`src/rtl/trrag_pkg.sv`:
```
// Package for the tiled row-repeat address generator.
// Holds field widths, tile geometry, register indexes, divider handshake types
// and the face-ordered index function. No dependencies.
`timescale 1ns / 1ps

package trrag_pkg;

  localparam int TILE_ID_W = 24;
  localparam int POS_W     = 5;
  localparam int IDX_W     = 10;
  localparam int CFG_IDX_W = 3;
  localparam int CFG_DATA_W = 17;
  localparam int ROWCOL_W  = 17;
  localparam int REPEAT_W  = 8;
  localparam int TCOUNT_W  = 12;

  localparam int TILE_LOG2 = 5;
  localparam int FACE_LOG2 = 4;
  localparam int TILE_SIDE = 1 << TILE_LOG2;
  localparam int FACE_SIDE = 1 << FACE_LOG2;
  localparam int FACES_ACROSS = TILE_SIDE / FACE_SIDE;

  typedef enum logic [CFG_IDX_W-1:0] {
    CFG_OUT_ROWS      = 3'd0,
    CFG_COLUMNS       = 3'd1,
    CFG_REPEAT        = 3'd2,
    CFG_IN_TILE_ROWS  = 3'd3,
    CFG_IN_TILES_ROW  = 3'd4,
    CFG_OUT_TILE_ROWS = 3'd5,
    CFG_OUT_TILES_ROW = 3'd6
  } cfg_idx_e;

  typedef struct packed {
    logic                 start;
    logic [TILE_ID_W-1:0] dividend;
    logic [TILE_ID_W-1:0] divisor;
  } div_req_t;

  typedef struct packed {
    logic                 done;
    logic [TILE_ID_W-1:0] quotient;
    logic [TILE_ID_W-1:0] remainder;
  } div_rsp_t;

  function automatic logic [IDX_W-1:0] face_idx(input logic [POS_W-1:0] r,
                                                 input logic [POS_W-1:0] c);
    logic [31:0] fr;
    logic [31:0] fc;
    logic [31:0] idx;
    fr  = 32'(r) >> FACE_LOG2;
    fc  = 32'(c) >> FACE_LOG2;
    idx = ((fr * 32'(FACES_ACROSS) + fc) << (2 * FACE_LOG2))
        + ((32'(r) & 32'(FACE_SIDE - 1)) << FACE_LOG2)
        + (32'(c) & 32'(FACE_SIDE - 1));
    return idx[IDX_W-1:0];
  endfunction

endpackage

```
`src/rtl/tiled_row_repeat_address_gen.sv`:
```
// Top level of the tiled row-repeat address generator.
// Depends on trrag_pkg and the serial divider trrag_div.
// An item is taken only in the idle state, so no new item is taken until the result of the last one
// has been placed in the output register; an output stall holds the result, and the next item, back.
// The shared serial divider gives one quotient bit per cycle over two 24-bit divisions, and a
// third for an element inside the extent; a shared 24x12 multiplier is combinational and its product is registered.
// Reset is asynchronous and active low; it loads register defaults and drops the held tile.
`timescale 1ns / 1ps

module tiled_row_repeat_address_gen
  import trrag_pkg::*;
(
  input  logic                  clk_i,
  input  logic                  rst_ni,
  input  logic                  cfg_we_i,
  input  logic [CFG_IDX_W-1:0]  cfg_idx_i,
  input  logic [CFG_DATA_W-1:0] cfg_data_i,
  input  logic                  in_valid_i,
  output logic                  in_ready_o,
  input  logic [TILE_ID_W-1:0]  out_tile_id_i,
  input  logic [POS_W-1:0]      row_in_tile_i,
  input  logic [POS_W-1:0]      col_in_tile_i,
  input  logic                  first_of_tile_i,
  input  logic                  last_of_tile_i,
  output logic                  out_valid_o,
  input  logic                  out_ready_i,
  output logic                  in_extent_o,
  output logic [TILE_ID_W-1:0]  src_tile_id_o,
  output logic [IDX_W-1:0]      src_elem_index_o,
  output logic [IDX_W-1:0]      dst_elem_index_o,
  output logic                  fetch_tile_o,
  output logic                  release_before_o,
  output logic                  release_after_o
);

  localparam int RowW  = TILE_ID_W + TILE_LOG2;
  localparam int ProdW = TILE_ID_W + TCOUNT_W;

  typedef enum logic [3:0] {
    S_IDLE,
    S_MAT,
    S_DIV_BATCH,
    S_WAIT_BATCH,
    S_DIV_TILE,
    S_WAIT_TILE,
    S_EXTENT,
    S_DIV_ROW,
    S_WAIT_ROW,
    S_MUL_BATCH,
    S_MUL_ROW,
    S_FINISH
  } state_e;

  logic [ROWCOL_W-1:0] orc_q;
  logic [ROWCOL_W-1:0] cc_q;
  logic [REPEAT_W-1:0] rep_q;
  logic [TCOUNT_W-1:0] itr_q;
  logic [TCOUNT_W-1:0] itpr_q;
  logic [TCOUNT_W-1:0] otr_q;
  logic [TCOUNT_W-1:0] otpr_q;

  state_e               state_q;
  logic [TILE_ID_W-1:0] tile_id_q;
  logic [POS_W-1:0]     r_q;
  logic [POS_W-1:0]     c_q;
  logic                 first_q;
  logic                 last_q;
  logic [TILE_ID_W-1:0] mat_q;
  logic [TILE_ID_W-1:0] batch_q;
  logic [TILE_ID_W-1:0] in_mat_q;
  logic [TILE_ID_W-1:0] tile_row_q;
  logic [TILE_ID_W-1:0] tile_col_q;
  logic [TILE_ID_W-1:0] irow_q;
  logic [TILE_ID_W-1:0] acc_q;
  logic                 extent_q;
  logic [TILE_ID_W-1:0] held_tile_q;
  logic                 held_valid_q;
  logic                 out_valid_q;

  logic [TCOUNT_W-1:0]  otr_nz;
  logic [TCOUNT_W-1:0]  otpr_nz;
  logic [REPEAT_W-1:0]  rep_nz;
  logic [TILE_ID_W-1:0] mul_a;
  logic [TCOUNT_W-1:0]  mul_b;
  logic [ProdW-1:0]     prod;
  logic [RowW-1:0]      orow;
  logic [RowW-1:0]      ocol;
  logic                 in_tile;
  logic                 extent;
  logic [TILE_ID_W-1:0] src_tile;
  logic                 hv_first;
  logic                 fetch;
  logic                 rel_before;
  logic                 hv_mid;
  logic                 out_free;
  div_req_t             div_req;
  div_rsp_t             div_rsp;

  assign otr_nz  = (otr_q == '0) ? TCOUNT_W'(1) : otr_q;
  assign otpr_nz = (otpr_q == '0) ? TCOUNT_W'(1) : otpr_q;
  assign rep_nz  = (rep_q == '0) ? REPEAT_W'(1) : rep_q;

  always_comb begin
    case (state_q)
      S_MAT: begin
        mul_a = TILE_ID_W'(otr_nz);
        mul_b = otpr_nz;
      end
      S_MUL_BATCH: begin
        mul_a = batch_q;
        mul_b = itr_q;
      end
      default: begin
        mul_a = acc_q;
        mul_b = itpr_q;
      end
    endcase
  end

  assign prod = ProdW'(mul_a) * ProdW'(mul_b);

  always_comb begin
    div_req = '0;
    case (state_q)
      S_DIV_BATCH: begin
        div_req.start    = 1'b1;
        div_req.dividend = tile_id_q;
        div_req.divisor  = mat_q;
      end
      S_DIV_TILE: begin
        div_req.start    = 1'b1;
        div_req.dividend = in_mat_q;
        div_req.divisor  = TILE_ID_W'(otpr_nz);
      end
      S_DIV_ROW: begin
        div_req.start    = 1'b1;
        div_req.dividend = orow[TILE_ID_W-1:0];
        div_req.divisor  = TILE_ID_W'(rep_nz);
      end
      default: begin
        div_req = '0;
      end
    endcase
  end

  trrag_div #(
    .Width(TILE_ID_W)
  ) u_div (
    .clk_i (clk_i),
    .rst_ni(rst_ni),
    .req_i (div_req),
    .rsp_o (div_rsp)
  );

  assign orow    = {tile_row_q, TILE_LOG2'(0)} + RowW'(r_q);
  assign ocol    = {tile_col_q, TILE_LOG2'(0)} + RowW'(c_q);
  assign in_tile = (32'(r_q) < 32'(TILE_SIDE)) && (32'(c_q) < 32'(TILE_SIDE));
  assign extent  = in_tile && (orow < RowW'(orc_q)) && (ocol < RowW'(cc_q));

  assign src_tile   = acc_q;
  assign hv_first   = first_q ? 1'b0 : held_valid_q;
  assign fetch      = extent_q && (!hv_first || (held_tile_q != src_tile));
  assign rel_before = fetch && hv_first;
  assign hv_mid     = hv_first || extent_q;
  assign out_free   = !out_valid_q || out_ready_i;

  always_ff @(posedge clk_i or negedge rst_ni) begin
    if (!rst_ni) begin
      orc_q  <= ROWCOL_W'(32);
      cc_q   <= ROWCOL_W'(32);
      rep_q  <= REPEAT_W'(1);
      itr_q  <= TCOUNT_W'(1);
      itpr_q <= TCOUNT_W'(1);
      otr_q  <= TCOUNT_W'(1);
      otpr_q <= TCOUNT_W'(1);
    end else if (cfg_we_i) begin
      case (cfg_idx_e'(cfg_idx_i))
        CFG_OUT_ROWS:      orc_q  <= cfg_data_i[ROWCOL_W-1:0];
        CFG_COLUMNS:       cc_q   <= cfg_data_i[ROWCOL_W-1:0];
        CFG_REPEAT:        rep_q  <= cfg_data_i[REPEAT_W-1:0];
        CFG_IN_TILE_ROWS:  itr_q  <= cfg_data_i[TCOUNT_W-1:0];
        CFG_IN_TILES_ROW:  itpr_q <= cfg_data_i[TCOUNT_W-1:0];
        CFG_OUT_TILE_ROWS: otr_q  <= cfg_data_i[TCOUNT_W-1:0];
        CFG_OUT_TILES_ROW: otpr_q <= cfg_data_i[TCOUNT_W-1:0];
        default: begin
        end
      endcase
    end
  end

  always_ff @(posedge clk_i or negedge rst_ni) begin
    if (!rst_ni) begin
      state_q      <= S_IDLE;
      held_valid_q <= 1'b0;
      held_tile_q  <= '0;
      out_valid_q  <= 1'b0;
    end else begin
      if (out_valid_q && out_ready_i && (state_q != S_FINISH)) begin
        out_valid_q <= 1'b0;
      end
      case (state_q)
        S_IDLE: begin
          if (in_valid_i) begin
            tile_id_q <= out_tile_id_i;
            r_q       <= row_in_tile_i;
            c_q       <= col_in_tile_i;
            first_q   <= first_of_tile_i;
            last_q    <= last_of_tile_i;
            state_q   <= S_MAT;
          end
        end
        S_MAT: begin
          mat_q   <= prod[TILE_ID_W-1:0];
          state_q <= S_DIV_BATCH;
        end
        S_DIV_BATCH: state_q <= S_WAIT_BATCH;
        S_WAIT_BATCH: begin
          if (div_rsp.done) begin
            batch_q  <= div_rsp.quotient;
            in_mat_q <= div_rsp.remainder;
            state_q  <= S_DIV_TILE;
          end
        end
        S_DIV_TILE: state_q <= S_WAIT_TILE;
        S_WAIT_TILE: begin
          if (div_rsp.done) begin
            tile_row_q <= div_rsp.quotient;
            tile_col_q <= div_rsp.remainder;
            state_q    <= S_EXTENT;
          end
        end
        S_EXTENT: begin
          extent_q <= extent;
          acc_q    <= '0;
          state_q  <= extent ? S_DIV_ROW : S_FINISH;
        end
        S_DIV_ROW: state_q <= S_WAIT_ROW;
        S_WAIT_ROW: begin
          if (div_rsp.done) begin
            irow_q  <= div_rsp.quotient;
            state_q <= S_MUL_BATCH;
          end
        end
        S_MUL_BATCH: begin
          acc_q   <= prod[TILE_ID_W-1:0] + TILE_ID_W'(irow_q >> TILE_LOG2);
          state_q <= S_MUL_ROW;
        end
        S_MUL_ROW: begin
          acc_q   <= prod[TILE_ID_W-1:0] + tile_col_q;
          state_q <= S_FINISH;
        end
        S_FINISH: begin
          if (out_free) begin
            out_valid_q      <= 1'b1;
            in_extent_o      <= extent_q;
            src_tile_id_o    <= extent_q ? src_tile : '0;
            src_elem_index_o <= extent_q ? face_idx(irow_q[TILE_LOG2-1:0], c_q) : '0;
            dst_elem_index_o <= in_tile ? face_idx(r_q, c_q) : '0;
            fetch_tile_o     <= fetch;
            release_before_o <= rel_before;
            release_after_o  <= last_q && hv_mid;
            held_valid_q     <= last_q ? 1'b0 : hv_mid;
            if (fetch) begin
              held_tile_q <= src_tile;
            end
            state_q <= S_IDLE;
          end
        end
        default: state_q <= S_IDLE;
      endcase
    end
  end

  assign in_ready_o  = (state_q == S_IDLE);
  assign out_valid_o = out_valid_q;

`ifndef NO_ASSERTIONS
  a_one_item: assert property (@(posedge clk_i) disable iff (!rst_ni)
    in_valid_i && in_ready_o |=> !in_ready_o)
    else $error("second item accepted while one is in work");
  a_release_fetch: assert property (@(posedge clk_i) disable iff (!rst_ni)
    out_valid_o && release_before_o |-> fetch_tile_o)
    else $error("release before without a fetch");
  a_outside_zero: assert property (@(posedge clk_i) disable iff (!rst_ni)
    out_valid_o && !in_extent_o |-> !fetch_tile_o && src_tile_id_o == '0
                                    && src_elem_index_o == '0)
    else $error("outside element carries source data");
  a_held_fetch: assert property (@(posedge clk_i) disable iff (!rst_ni)
    state_q == S_FINISH && out_free && fetch && !last_q
      |=> held_valid_q && held_tile_q == src_tile_id_o)
    else $error("held tile not updated on fetch");
`endif

endmodule

```
`src/rtl/trrag_div.sv`:
```
// Serial restoring divider, one quotient bit per cycle.
// Uses the request and response types of trrag_pkg. The divisor must be nonzero.
`timescale 1ns / 1ps

module trrag_div
  import trrag_pkg::*;
#(
  parameter int Width = TILE_ID_W
) (
  input  logic     clk_i,
  input  logic     rst_ni,
  input  div_req_t req_i,
  output div_rsp_t rsp_o
);

  localparam int CntW = $clog2(Width + 1);

  logic [Width-1:0] rem_q;
  logic [Width-1:0] quo_q;
  logic [Width-1:0] dvs_q;
  logic [CntW-1:0]  cnt_q;
  logic             busy_q;
  logic             done_q;
  logic [Width:0]   shifted;
  logic [Width:0]   diff;
  logic             fits;

  assign shifted = {rem_q, quo_q[Width-1]};
  assign diff    = shifted - {1'b0, dvs_q};
  assign fits    = shifted >= {1'b0, dvs_q};

  always_ff @(posedge clk_i or negedge rst_ni) begin
    if (!rst_ni) begin
      busy_q <= 1'b0;
      done_q <= 1'b0;
      cnt_q  <= '0;
    end else begin
      done_q <= 1'b0;
      if (req_i.start) begin
        busy_q <= 1'b1;
        cnt_q  <= CntW'(Width);
      end else if (busy_q) begin
        cnt_q <= cnt_q - CntW'(1);
        if (cnt_q == CntW'(1)) begin
          busy_q <= 1'b0;
          done_q <= 1'b1;
        end
      end
    end
  end

  always_ff @(posedge clk_i) begin
    if (req_i.start) begin
      rem_q <= '0;
      quo_q <= req_i.dividend[Width-1:0];
      dvs_q <= req_i.divisor[Width-1:0];
    end else if (busy_q) begin
      rem_q <= fits ? diff[Width-1:0] : shifted[Width-1:0];
      quo_q <= {quo_q[Width-2:0], fits};
    end
  end

  assign rsp_o.done      = done_q;
  assign rsp_o.quotient  = TILE_ID_W'(quo_q);
  assign rsp_o.remainder = TILE_ID_W'(rem_q);

`ifndef NO_ASSERTIONS
  a_start_idle: assert property (@(posedge clk_i) disable iff (!rst_ni)
    req_i.start |-> !busy_q)
    else $error("divider started while busy");
  a_done_idle: assert property (@(posedge clk_i) disable iff (!rst_ni)
    done_q |-> !busy_q)
    else $error("divider done while busy");
  a_rem_bound: assert property (@(posedge clk_i) disable iff (!rst_ni)
    done_q |-> rem_q < dvs_q)
    else $error("divider remainder not below divisor");
`endif

endmodule
```
`config.mk`:
```
export PLATFORM = sky130hd
export DESIGN_NAME = tiled_row_repeat_address_gen
export DESIGN_NICKNAME = d
export VERILOG_FILES = /design/src/rtl/trrag_pkg.sv /design/src/rtl/tiled_row_repeat_address_gen.sv /design/src/rtl/trrag_div.sv
export SDC_FILE = /design/constraint.sdc
export NUM_CORES = 1
export LEC_CHECK = 0
export BUFFER_PORTS_ARGS = -buffer_cell sky130_fd_sc_hd__buf_2
export CAP_MARGIN = 20
export CORE_MARGIN = 3
export CORE_UTILIZATION = 30
export DETAILED_ROUTE_END_ITERATION = 7
export PLACE_DENSITY = 0.47
export SLEW_MARGIN = 0
export SYNTH_ARGS = -nofsm -noshare
export SYNTH_HDL_FRONTEND = slang
export SYNTH_SLANG_ARGS = --single-unit
export TNS_END_PERCENT = 1
```
`constraint.sdc`:
```
create_clock -name clk_i -period 7.5 [get_ports clk_i]
set_input_delay 1.875 -clock clk_i [delete_from_list [all_inputs] [get_ports clk_i]]
set_output_delay 1.875 -clock clk_i [all_outputs]
set_load 0.03 [all_outputs]
```
==> results.ini <==
[placement]
port_buffers = 110
place.gp.congestion = 0.879
place_hpwl_um = 65000
placed_cell_area_mm2 = 0.0304
pre_cts_ws_ns = -0.491

[worst_setup_path]
worst_setup_path_start_kind = flop
crit_arrival_ns = 7.83
worstSetupPathType = flop to flop
worstPathRequired_ns = 7.83
cp_max_fo = 7
crit_buf_inv = 11
crit_path_end_kind = flop
path_delay_family = adder cells
slowest_stage = or4b_4
cpPeakStageDelay_ns = 0.58

[cells_and_area]
fillers = 8677
mostFrequentLayoutCells = edfxtp_1, buf_4, inv_1
finalInstanceArea_mm2 = 0.0331
final_nets = 3061
layout-drive-gt1-share_pct = 26.5
seqCellArea_mm2 = 0.0127
multi_input_area_mm2 = 0.0133
final_util_pct = 37.9
area_delta_synth_final_pct = 24.6
final_common_cell = edfxtp_1

[timing]
worst_slew_pin_slew_ns = 1.04
clock.fmax_mhz = 133
relSlewSlack_pct = 30.6
finalCritPeriodShare_pct = 99.9
layout_setup_ws_ns = 0.00743
finalCriticalPeriod_ns = 7.49
final_hold_viol_count = 0
fin_hold_ws_ns = 0.479
clock_skew_ns = 0.0187
rsz0062_at_grt = true
slew_viol_final = 0
setup_viol = 0

[clock_tree]
cts_tree = done
hold_buffers = 0
cts_made_buffers = 49
htree_levels = 2
clkTransAtPathRegs_ns = 0.06
cts-root-buf = clkbuf_16
clockBufferDepth = 3
clkSinkCount = 452
clk-insertion-delay-late_ns = 0.61

[route]
via_per_inst = 4.86
drc_errors = 0
wl_per_cell_um = 21.4
drt_pre_antenna_iters = 6
vias = 19000
drt_iter0_drc = 1317
ant_nets = 0
drt_wl_total_um = 83900

[floorplanning]
die_area_mm2 = 0.0922
start_util_pct = 30.4
num_rows = 108
die_w_um = 304
ioPinCount = 111
fp.dieH_um = 304
coreArea_mm2 = 0.0873

[grt]
antenna_found_initial = 1
grt_usage_pct = 18.0
grt_overflow = 0
grt_max_degree = 73
grt_pass1_vias = 19800
grt_pass1_wl_um = 126000

[yosys]
ys_seq_area_share_pct = 47.8
async_flop_share_pct = 28.1
netlist_instances = 2342
ys_types = 73
synth_edf_count = 301
synth-seq-cells = 452
synth_top_cell_area_share_pct = 34.0
syn_avg_cell_area_um2 = 11.3
synth_nets = 2686
yosys.area.top_type = edfxtp_1
ys.flop_type = edfxtp_1
synth_area_mm2 = 0.0266
yosys-top-cells-area = edfxtp_1, fa_1, dfrtp_1
ys_warn_count = 0

[flow_run]
max_cap_viol_count = 0

[min_path]
hp-class = flop to flop

[status]
status = finished, final reports clean

==> worst paths after layout <==
path | from | end | slack [ns] | cells after the start
max | state_q[1] | acc_q[23] | 0.007 | 31
max in group asynchronous | rst_ni | cc_q[11] | 4.85 | 2
min in group asynchronous | rst_ni | itpr_q[1] | 1.30 | 1
min | c_q[4] | dst_elem_index_o[8] | 0.48 | 0
max reg2reg | state_q[1] | acc_q[23] | 0.007 | 31
min reg2reg | c_q[4] | dst_elem_index_o[8] | 0.48 | 0
==> Yosys cell counts (all sizes together) (5+ instances only) <==
cell type  instances
or4                5
mux2i             21
o21ai             96
nor2b             16
nor3b              9
a22o              15
edfxtp           301
mux2             104
or3                9
a21o              28
o22ai             10
nor3              49
fa               161
nor4              17
and2              65
a222oi            31
inv              281
a31oi             17
o21bai             6
a22oi              7
nor2             183
ha               122
a21oi             80
o22a               6
nand4             17
a211oi             6
dfstp              7
buf               18
dfxtp             24
nand3             15
clkbuf            63
nand2b            28
dfrtp            120
xnor2             66
o21a              15
xor2              31
nand2            237
==> logic make-up after synthesis <==
group	synth area share, %
mux	5.20
fa+ha+maj	17.9
xor+xnor	3.48
flops	47.8
buf+inv	5.18
simple gates	11.6
compound gates	8.86
==> per-stage QoR <==
step                      instances  setup TNS (ns)
final                          3914               0
after global placement         3777           -1.42
after detailed placement       3778           -1.75
after floorplan                2342               0
after global routing           3913           -1.60
after CTS                      3898         -0.0436
==> cell type report <==
| class | instances | share of cell area [%] |
|---|---|---|
| Antenna cell | 1 | 0.00756 |
| Clock buffer | 68 | 4.13 |
| Clock inverter | 24 | 0.982 |
| Inverter | 282 | 3.20 |
| Multi-Input combinational cell | 1527 | 40.2 |
| Sequential cell | 452 | 38.4 |
| Tap cell | 1155 | 4.36 |
| Timing Repair Buffer | 405 | 8.76 |
==> layer usage <==
| metal | share of wire [%] | GRT usage [%] | vias to the layer above |
|---|---|---|---|
| met1 | 47 | 25.9 | 9607 |
| met2 | 45 | 28.4 | 482 |
| met5 | 0.013 | 0 | - |
| li1 | - | - | 8831 |
| met3 | 5.3 | 2.80 | 105 |
| met4 | 2.3 | 4.32 | 2 |
==> what timing repair did <==
action / in CTS / in global routing
buffers inserted: 29 / 13
pin swaps: 79 / 57
resized for setup: 98 / 46
gates cloned: 0 / 1
setup endpoints to repair: 7 / 10
Power is not shown: default switching activity piles up to over one toggle a cycle in this logic, so the estimate is an artifact.
